===== config.mk =====
export PLATFORM = sky130hd
export DESIGN_NAME = salfu_ram
export DESIGN_NICKNAME = d
export VERILOG_FILES = /design/src/rtl/salfu_ram.sv
export SDC_FILE = /design/constraint.sdc
export NUM_CORES = 1
export LEC_CHECK = 0
export CELL_PAD_IN_SITES_DETAIL_PLACEMENT = 1
export CELL_PAD_IN_SITES_GLOBAL_PLACEMENT = 1
export CORE_MARGIN = 1
export CORE_UTILIZATION = 35
export DETAILED_ROUTE_END_ITERATION = 8
export DONT_BUFFER_PORTS = 1
export PLACE_DENSITY = 0.66
export SYNTH_ARGS = -nofsm -noshare
export SYNTH_HDL_FRONTEND = slang
export SYNTH_SLANG_ARGS = --single-unit

===== constraint.sdc =====
create_clock -name clk -period 1.5 [get_ports clk]
set_input_delay 0.075 -clock clk [delete_from_list [all_inputs] [get_ports clk]]
set_output_delay 0.075 -clock clk [all_outputs]
set_load 0.1 [all_outputs]

===== src/rtl/salfu_ram.sv =====
module salfu_ram #(
	parameter int WIDTH = 8,
	parameter int DEPTH = 16
) (
	input  logic                     clk,
	input  logic                     we,
	input  logic [$clog2(DEPTH)-1:0] waddr,
	input  logic [WIDTH-1:0]         wdata,
	input  logic                     re,
	input  logic [$clog2(DEPTH)-1:0] raddr,
	output logic [WIDTH-1:0]         rdata
);

	logic [WIDTH-1:0] mem [DEPTH];

	always_ff @(posedge clk) begin
		if (we) begin
			mem[waddr] <= wdata;
		end
		if (re) begin
			rdata <= mem[raddr];
		end
	end

endmodule


### Word-level counts from Yosys, hierarchy flattened

Memory sizes are Yosys's and may differ from the RTL's. A register that Yosys moved wholly into a read port is not among the register bits.
Cells that the tools add are included.

| storage, ports and cells | value |
|---|---|
| memories kept | 1 |
| bits of input ports | 19 |
| output and inout port bits | 8 |
| memory bits (writable) | 128 |
| word-level logic and storage cells | 3 |
| flip-flop bits (word level) | 0 |

Memories:

| name | depth | bits a word | read ports | clocked after memory_dff | wr ports | RTL line | source |
|---|---|---|---|---|---|---|---|
| mem | 16 | 8 | 1 | 1 | 1 | 14 | `logic [WIDTH-1:0] mem [DEPTH];` |

| operators by class | value |
|---|---|
| muxes and demuxes | 2 |

Operators by type and width:

| operator | number |
|---|---|
| $mux W1 | 2 |

### Logic depth before layout (Yosys ltp)

Gate-level depths: netlist (run 1).

| logic depth | value |
|---|---|
| word-level depth | 2 |
| depth in mapped cells | 5 |
| gate-level depth less buffers | 3 |

### Worst setup path before layout (run 1)

OpenSTA, ideal clock, no wires.

| timing | value |
|---|---|
| path kind | input port to flip-flop |
| from | input port waddr[2] |
| to | memory mem[0][0], enable pin |
| required time | 1.117 ns |
| setup time | 0.383 ns |
| data arrival time | 1.185 ns |
| stages | 2 |
| setup slack | -0.068 ns |
| path buffers | 0 |
| path through | or3b_2 -> nor3_1 |

RTL lines:

| what | RTL line | source |
|---|---|---|
| from (decl) | 7 | `input logic [$clog2(DEPTH)-1:0] waddr,` |
| to (decl) | 14 |  |

No word-level cell before the write port.

==> results of run 1 <==
[metal layers]
metal	vias up	wire length [um]
li1	1058	-
met1	1262	4620
met2	101	5000
met3	13	879
met4	0	146
met5	-	0
[repair_timing]
| item | CTS | global route |
|---|---|---|
| pin swaps | 0 | 5 |
| hold buffers | 9 | 0 |
| resized for setup | 2 | 7 |
| endpoints found under the setup margin | 2 | 7 |
| endpoints found under the hold margin | 136 | 0 |
[state kept, by name, indices dropped and copies added, names as in the netlist]
| signal | cells |
|---|---|
| rdata | 8 |
| mem | 128 |
[cell usage after synthesis]
cell type        instances
nand2_1                  9
nand2b_1                 2
mux4_2                  18
mux4_1                  14
nand3_1                  1
clkdlybuf4s25_2          3
buf_4                    1
a22oi_1                 16
buf_2                    3
edfxtp_1               136
and2_1                   1
nor2b_1                  1
nand3b_1                 2
and2b_1                  1
buf_6                    3
nor2_1                  13
or3b_2                   1
nor3_1                   4
[layout by cell type, fill, tap and decap left out]
cell type / netlist / routed
a22oi_1: 16 / 10
a22oi_2: 0 / 6
and2_1: 1 / 1
and2b_1: 1 / 1
buf_4: 1 / 25
clkbuf_1: 0 / 4
clkbuf_16: 0 / 17
clkinv_1: 0 / 4
clkinv_2: 0 / 4
dlygate4sd3_1: 0 / 9
edfxtp_1: 136 / 136
mux4_1: 14 / 11
mux4_2: 18 / 21
nand2_1: 9 / 9
nand2b_1: 2 / 2
nand3_1: 1 / 1
nand3b_1: 2 / 2
nor2_1: 13 / 13
nor2b_1: 1 / 1
nor3_1: 4 / 3
nor3_2: 0 / 1
or3b_2: 1 / 1
[final cells by class]
| type | instances | area, sq um | area share [%] |
|---|---|---|---|
| clock buffer | 21 | 440 | 7.16 |
| clock inverter | 8 | 35.0 | 0.570 |
| multi-input combinational | 83 | 1080 | 17.6 |
| sequential | 136 | 4080 | 66.4 |
| tap | 184 | 230 | 3.74 |
| timing repair buffer | 34 | 278 | 4.52 |
[kinds of logic (layout without fill, tap and decap cells)]
logic type	after synthesis	after routing	synth area share, %
simple gates	35	35	3.14
mux	32	32	14.8
compound gates	16	16	2.30
flops	136	136	78.1
buf+inv	10	63	1.65
[path summary, 6_finish.rpt]
kind | start | end | cells after the start
worst max-delay path | mem[3][0]$_DFFE_PP_ | rdata[0]$_DFFE_PP_ | 3
worst min-delay path | waddr[1] | mem[0][7]$_DFFE_PP_ | 2
worst max register to register | mem[3][0]$_DFFE_PP_ | rdata[0]$_DFFE_PP_ | 3
worst min register to register | mem[15][2]$_DFFE_PP_ | rdata[2]$_DFFE_PP_ | 3
[through the flow]
| stage | cells | instance area [sq um] | setup TNS (ps) | total power, mW |
|---|---|---|---|---|
| after floorplan | 229 | 5230 | 0 | 4.73 |
| after global placement | 428 | 5560 | -16.6 | 4.78 |
| after detailed placement | 428 | 5560 | -33.7 | 4.79 |
| after CTS | 466 | 6140 | 0 | 8.26 |
| after global routing | 466 | 6150 | 0 | 8.47 |
| final | 466 | 6150 | 0 | 8.19 |
[critical path, stage by stage (launching register included)]
cell and delay, ps:
edfxtp_1 380, mux4_2 490, a22oi_2 200, nand2_1 110
[power by group]
group | total [mW] | switching [mW] | internal [mW]
sequential | 4.31 | 0.0226 | 4.29
combinational | 0.484 | 0.309 | 0.174
clock | 3.39 | 1.35 | 2.04
==> results.py, run 1 <==
metrics = {
    "global_routing": {
        "grt_pass1_vias": 2658,
        "grt.overflow.total": 0,
        "grt_max_degree": 33,
        "use_met2_pct": 22.1,
        "antenna_found_initial": 0,
        "use_met1_pct": 21.0,
        "grt_busiest_layer": "met2",
        "grt_pass1_wl_um": 16600,
        "track_usage_pct": 15.1,
        "met3_usage_pct": 4.61,
    },
    "clock_tree": {
        "insertion_delay_ps": 410,
        "clk_pin_slew_worst_paths_ps": 50,
        "cts.sinks": 136,
        "cts_tree": "yes",
        "cts_buffer_depth": 2,
        "post_cts_buffers": 0,
        "htreeDepth": 4,
        "root_buffer": "clkbuf_16",
        "numCtsBuffers": 17,
    },
    "sta": {
        "period_minus_slack_ps": 1440,
        "rsz0062_at_grt": "yes",
        "finalClockSkew_ps": 6.74,
        "setup_ws_ps": 62.1,
        "relSlewSlack_pct": 42.2,
        "whs_ps": 30.6,
        "fin_crit_sh_pct": 95.9,
        "setup_viol": 0,
        "worstMarginPinSlew_ps": 864,
        "maxSlewViolCount": 0,
        "hold_viol": 0,
        "max_clock_freq_mhz": 695,
    },
    "pwr": {
        "p_per_area_nw_per_um2": 1330,
        "power.leakage_nw": 2.00,
        "vdd_ir_drop_max_mv": 0.803,
    },
    "cells_and_area": {
        "n_antenna_cell": 0,
        "fillers": 1401,
        "nets": 291,
        "drive_above_1_share_pct": 26.6,
        "final_util_pct": 42.3,
        "synthToLayoutAreaGrowth_pct": 17.6,
    },
    "synth": {
        "synth-seq-cells": 136,
        "syn-cell-area_sq_um": 5230,
        "ys.warnings.count": 0,
        "syn_area_per_cell_sq_um": 22.8,
        "syn_nets": 248,
        "synth_largest_area_cell": "edfxtp_1",
        "ys_seq_area_share_pct": 78.1,
        "synthTopCellsByArea": "edfxtp_1 78%, mux4_2 7.8%, mux4_1 7.0%, a22oi_1 2.3%, nor2_1 0.93%",
        "synth_top_area_share_pct": 78.1,
        "syn-instance-count": 229,
        "yosysUniqueCellTypes": 18,
    },
    "detailed_routing": {
        "drcViolationCount": 0,
        "ant_nets": 0,
        "dr.pass1.iters": 4,
        "drt_iter0_drc": 227,
        "totalWireLength_um": 10600,
        "vias": 2434,
        "routedWlPerCell_um": 22.8,
        "viasPerCell": 5.22,
    },
    "setup_path": {
        "path_max_fanout": 1,
        "cp.arrival_ps": 1580,
        "crit_path_start_kind": "register",
        "required_ps": 1640,
        "ff2ff_setup_slack_ps": 60,
        "path_class": "reg2reg",
        "worst_setup_path_end_kind": "register",
    },
    "floorplan": {
        "die_y_um": 124,
        "initial_core_util_pct": 36.0,
        "coreArea_sq_um": 14500,
        "pin_count": 27,
        "die_w_um": 124,
        "rows": 44,
        "die_area_sq_um": 15400,
    },
    "placement": {
        "pre_cts_ws_ps": -33.7,
        "post-dp-hpwl_um": 6730,
        "gp_congestion": 0.715,
        "portBuffers": 0,
    },
    "outcome": {
        "status": "completed",
    },
    "flow_run": {
        "maxCapViolCount": 0,
    },
    "worst_hold_path": {
        "holdCritPathClass": "in2reg",
    },
}
No activity file was read; power rests on OpenSTA's default activity.
==> inputs of run 2 (changes only) <==
--- a/config.mk
+++ b/config.mk
@@ -6,12 +6,12 @@
 export NUM_CORES = 1
 export LEC_CHECK = 0
 export CELL_PAD_IN_SITES_DETAIL_PLACEMENT = 1
-export CELL_PAD_IN_SITES_GLOBAL_PLACEMENT = 1
+export CELL_PAD_IN_SITES_GLOBAL_PLACEMENT = 2
 export CORE_MARGIN = 1
 export CORE_UTILIZATION = 35
 export DETAILED_ROUTE_END_ITERATION = 8
 export DONT_BUFFER_PORTS = 1
-export PLACE_DENSITY = 0.66
+export PLACE_DENSITY = 0.71
 export SYNTH_ARGS = -nofsm -noshare
 export SYNTH_HDL_FRONTEND = slang
 export SYNTH_SLANG_ARGS = --single-unit
==> run 2 against run 1 <==
Against the previous run: highest routed layer unchanged; final area increased by 1.5%; sequential power barely moved; die area is the same; non-clock buffer count rose by 1; largest power group unchanged; flip-flop and latch count did not move; clock power grew 15%; routed wire length decreased by 6.1%; clock skew is 3.4 ps lower.
==> results.py, run 2 (synthesis results as in run 1) <==
metrics = {
    "outcome": {
        "status": "completed",
    },
    "floorplan": {
        "coreArea_sq_um": 14500,
        "die_area_sq_um": 15400,
        "die_y_um": 124,
        "initial_core_util_pct": 36.0,
        "die_w_um": 124,
        "rows": 44,
        "pin_count": 27,
    },
    "sta": {
        "rsz0062_at_grt": "yes",
        "max_clock_freq_mhz": 696,
        "fin_crit_sh_pct": 95.8,
        "hold_viol": 0,
        "finalClockSkew_ps": 3.33,
        "setup_viol": 0,
        "relSlewSlack_pct": 60.8,
        "setup_ws_ps": 63.0,
        "period_minus_slack_ps": 1440,
        "maxSlewViolCount": 0,
        "worstMarginPinSlew_ps": 587,
    },
    "setup_path": {
        "cp_num_buf_inv": 0,
        "crit_path_start_kind": "register",
        "worst_setup_path_end_kind": "register",
        "path_max_fanout": 1,
        "path_class": "reg2reg",
        "crit_chain": "mux4_2 > a22oi_1 > nand2_1",
        "max_stage_delay_ps": 460,
        "cp.arrival_ps": 1580,
        "cp_slowest_cell": "mux4_2",
        "required_ps": 1650,
        "critical_path.top_delay_family": "multiplexers",
    },
    "cells_and_area": {
        "final_util_pct": 42.9,
        "n_antenna_cell": 0,
        "reg.largest.list": "mem: 128 flops, rdata: 8 flops",
        "nets": 292,
        "largest_register_ffs": 128,
        "final_cell_mix": "136 x edfxtp_1, 26 x buf_4, 20 x mux4_2, 17 x clkbuf_16, 13 x nor2_1",
        "fin_area_sq_um": 6240,
        "regMostFlops": "mem",
        "stdcell_count": 470,
        "synthToLayoutAreaGrowth_pct": 19.4,
        "layout_commonest_cell": "edfxtp_1",
        "drive_above_1_share_pct": 28.3,
    },
    "detailed_routing": {
        "ant_nets": 0,
        "drt_iter0_drc": 208,
        "dr_wl_met2_um": 4980,
        "totalWireLength_um": 10000,
        "vias": 2450,
        "viasPerCell": 5.21,
        "dr.pass1.iters": 4,
        "drcViolationCount": 0,
        "drt-met1-wl_um": 4570,
        "routedWlPerCell_um": 21.3,
        "wl_met3_um": 380,
        "top_layer": "met4",
    },
    "clock_tree": {
        "insertion_delay_ps": 410,
        "post_cts_buffers": 0,
        "htreeDepth": 4,
        "clk_pin_slew_worst_paths_ps": 60,
        "cts_buffer_depth": 2,
        "numCtsBuffers": 17,
        "cts.sinks": 136,
        "cts_tree": "yes",
        "root_buffer": "clkbuf_16",
    },
    "placement": {
        "post-place-cells": 429,
        "pre_cts_ws_ps": 15.9,
        "place_area_sq_um": 5570,
        "post-dp-hpwl_um": 6570,
        "gp_congestion": 0.667,
        "portBuffers": 0,
    },
    "flow_run": {
        "maxCapViolCount": 0,
    },
    "worst_hold_path": {
        "holdCritPathClass": "in2reg",
    },
    "pwr": {
        "p_total_mw": 8.68,
        "power.leakage_nw": 2.03,
        "p_per_area_nw_per_um2": 1390,
        "vdd_ir_drop_max_mv": 0.861,
    },
    "global_routing": {
        "track_usage_pct": 13.8,
        "grt_pass1_wl_um": 15300,
        "grt.overflow.total": 0,
        "antenna_found_initial": 0,
        "grt_max_degree": 33,
        "grt_pass1_vias": 2602,
    },
}
run 2: power breakdown:
part           total (mW)  switching, mW  internal, mW
Clock                3.89           1.48          2.41
Sequential           4.31         0.0236          4.28
Combinational       0.476          0.301         0.175
run 2: area by class of cell:
class                           instances  area, sq um
Sequential cell                       136         4080
Multi-Input combinational cell         83         1080
Clock inverter                         15          136
Timing Repair Buffer                   35          285
Tap cell                              184          230
Clock buffer                           17          425
Fill cell                            1384         8290
run 2: through the flow:
step           TNS [ps]  hold slack, ps
2_1_floorplan         0             174
3_3_place_gp          0             175
3_5_place_dp          0             174
4_1_cts               0            16.5
5_1_grt           -1.51            29.8
6_report              0            38.3
run 2: worst paths after layout:
path | startpoint | to | slack (ps) | depth (start not counted)
setup / recovery | mem[0][5]$_DFFE_PP_ | rdata[5]$_DFFE_PP_ | 60 | 3
hold / removal | waddr[1] | mem[0][4]$_DFFE_PP_ | 40 | 2
setup reg to reg | mem[0][5]$_DFFE_PP_ | rdata[5]$_DFFE_PP_ | 60 | 3
hold reg to reg | mem[15][1]$_DFFE_PP_ | rdata[1]$_DFFE_PP_ | 760 | 3
run 2: per-layer routing:
metal | global-route usage [%] | vias to the layer above
met4 | 5.10 | 0
li1 | - | 1073
met1 | 17.9 | 1313
met2 | 21.6 | 58
met3 | 4.70 | 6
met5 | 0 | -
run 2: what timing repair did:
action                                  CTS  global route
hold endpoints to repair                136             0
hold buffers                              9             0
gates resized for setup                   0             7
endpoints found under the setup margin    0             4
==> inputs of run 3 (changes only) <==
--- a/config.mk
+++ b/config.mk
@@ -7,11 +7,12 @@
 export LEC_CHECK = 0
 export CELL_PAD_IN_SITES_DETAIL_PLACEMENT = 1
 export CELL_PAD_IN_SITES_GLOBAL_PLACEMENT = 2
+export CORE_ASPECT_RATIO = 0.6
 export CORE_MARGIN = 1
 export CORE_UTILIZATION = 35
 export DETAILED_ROUTE_END_ITERATION = 8
 export DONT_BUFFER_PORTS = 1
-export PLACE_DENSITY = 0.71
+export PLACE_DENSITY = 0.69
 export SYNTH_ARGS = -nofsm -noshare
 export SYNTH_HDL_FRONTEND = slang
 export SYNTH_SLANG_ARGS = --single-unit
==> constraint.sdc (replaced) <==
create_clock -name clk -period 1.65 [get_ports clk]
set_input_delay 0.0825 -clock clk [delete_from_list [all_inputs] [get_ports clk]]
set_output_delay 0.0825 -clock clk [all_outputs]
set_load 0.1 [all_outputs]
==> run 3 against run 2 <==
Against the previous run: fmax down 5.5%; largest power group is now the clock network; sequential share of layout area down 0.62 points; die area up 0.11%; final area up 0.96%; routed wire length up 13%; clock skew up 6.6 ps; highest routed layer unchanged; combinational power down 10%; flip-flop and latch count unchanged; utilization up 0.37 points; via count down 0.45%; clock power up 4%.
==> results.py, run 3 (synthesis results as in run 1) <==
metrics = {
    "clock_tree": {
        "cts_tree": "yes",
        "post_cts_buffers": 0,
        "cts_buffer_depth": 2,
        "cts_resized": 0,
        "root_buffer": "clkbuf_16",
        "cts.sinks": 136,
        "clk_pin_slew_worst_paths_ps": 60,
        "insertion_delay_ps": 410,
        "numCtsBuffers": 17,
        "htreeDepth": 4,
        "holdBufCountCts": 9,
    },
    "outcome": {
        "status": "completed",
    },
    "sta": {
        "whs_ps": 62.6,
        "setup_viol": 0,
        "rsz0062_at_grt": "no",
        "worstMarginPinSlew_ps": 820,
        "max_clock_freq_mhz": 657,
        "setup_ws_ps": 129,
        "relSlewSlack_pct": 45.2,
        "fin_crit_sh_pct": 92.2,
        "maxSlewViolCount": 0,
        "hold_viol": 0,
        "finalClockSkew_ps": 9.96,
        "setup-tns-final_ps": 0,
        "period_minus_slack_ps": 1520,
    },
    "global_routing": {
        "track_usage_pct": 16.1,
        "grt_pass1_vias": 2696,
        "grt.overflow.total": 0,
        "grt_pass1_wl_um": 17100,
        "grt_max_degree": 33,
        "antenna_found_initial": 0,
    },
    "floorplan": {
        "die_y_um": 96.7,
        "die_area_sq_um": 15400,
        "die_w_um": 160,
        "initial_core_util_pct": 35.9,
        "coreArea_sq_um": 14500,
        "rows": 34,
        "pin_count": 27,
    },
    "cells_and_area": {
        "nets": 291,
        "drive_above_1_share_pct": 25.6,
        "final_util_pct": 43.3,
        "stdcell_count": 483,
        "largest_register_ffs": 128,
        "fin_area_sq_um": 6300,
        "regMostFlops": "mem",
        "final_cell_mix": "136 x edfxtp_1, 25 x buf_4, 18 x mux4_2, 17 x clkbuf_16, 16 x a22oi_1",
        "layout_commonest_cell": "edfxtp_1",
        "synthToLayoutAreaGrowth_pct": 20.5,
        "n_antenna_cell": 0,
        "reg.largest.list": "mem: 128 flops, rdata: 8 flops",
    },
    "setup_path": {
        "cp_slowest_cell": "mux4_1",
        "path_max_fanout": 1,
        "worst_setup_path_end_kind": "register",
        "cp.arrival_ps": 1670,
        "required_ps": 1800,
        "cp_num_buf_inv": 0,
        "max_stage_delay_ps": 520,
        "ff2ff_setup_slack_ps": 130,
        "path_class": "reg2reg",
        "crit_chain": "mux4_1 > a22oi_1 > nand2_1",
        "critical_path.top_delay_family": "multiplexers",
        "crit_path_start_kind": "register",
    },
    "pwr": {
        "power.leakage_nw": 2.08,
        "vdd_ir_drop_max_mv": 0.642,
        "p_total_mw": 8.40,
        "p_per_area_nw_per_um2": 1330,
    },
    "placement": {
        "gp_congestion": 0.695,
        "post-place-cells": 442,
        "post-dp-hpwl_um": 6970,
        "portBuffers": 0,
        "place_area_sq_um": 5580,
        "pre_cts_ws_ps": 119,
    },
    "detailed_routing": {
        "totalWireLength_um": 11300,
        "drcViolationCount": 0,
        "vias": 2439,
        "routedWlPerCell_um": 23.4,
        "dr.pass1.iters": 4,
        "ant_nets": 0,
        "drt_iter0_drc": 205,
        "viasPerCell": 5.05,
    },
    "worst_hold_path": {
        "holdCritPathClass": "in2reg",
    },
    "flow_run": {
        "maxCapViolCount": 0,
    },
}
==> run 3: worst min-delay path, cell delays in order <==
cell     delay, ps
mux4_1         140
a22oi_1         80
nand2_1         60
==> run 3: layer usage <==
layer	track usage, %	wire [um]	vias to the layer above
met2	24.3	5290	70
met4	5.49	40	0
met3	4.37	722	4
li1	-	-	1065
met1	22.6	5230	1300
met5	0	0	-
==> run 3: report_power, final <==
group,internal [mW],total [mW],switching (mW)
clock network,2.66,4.05,1.39
registers,3.89,3.92,0.0223
logic,0.152,0.428,0.275
==> run 3: final timing paths <==
check                            from                 end  depth (start not counted)
setup / recovery  mem[0][0]$_DFFE_PP_  rdata[0]$_DFFE_PP_                          3
hold / removal               raddr[1]  rdata[5]$_DFFE_PP_                          3
setup reg to reg  mem[0][0]$_DFFE_PP_  rdata[0]$_DFFE_PP_                          3
hold reg to reg   mem[6][5]$_DFFE_PP_  rdata[5]$_DFFE_PP_                          3
==> run 3: layout make-up <==
class | count | area [sq um]
Tap cell | 198 | 248
Clock inverter | 14 | 205
Multi-Input combinational cell | 83 | 1060
Fill cell | 1368 | 8250
Sequential cell | 136 | 4080
Timing Repair Buffer | 34 | 278
Clock buffer | 18 | 429
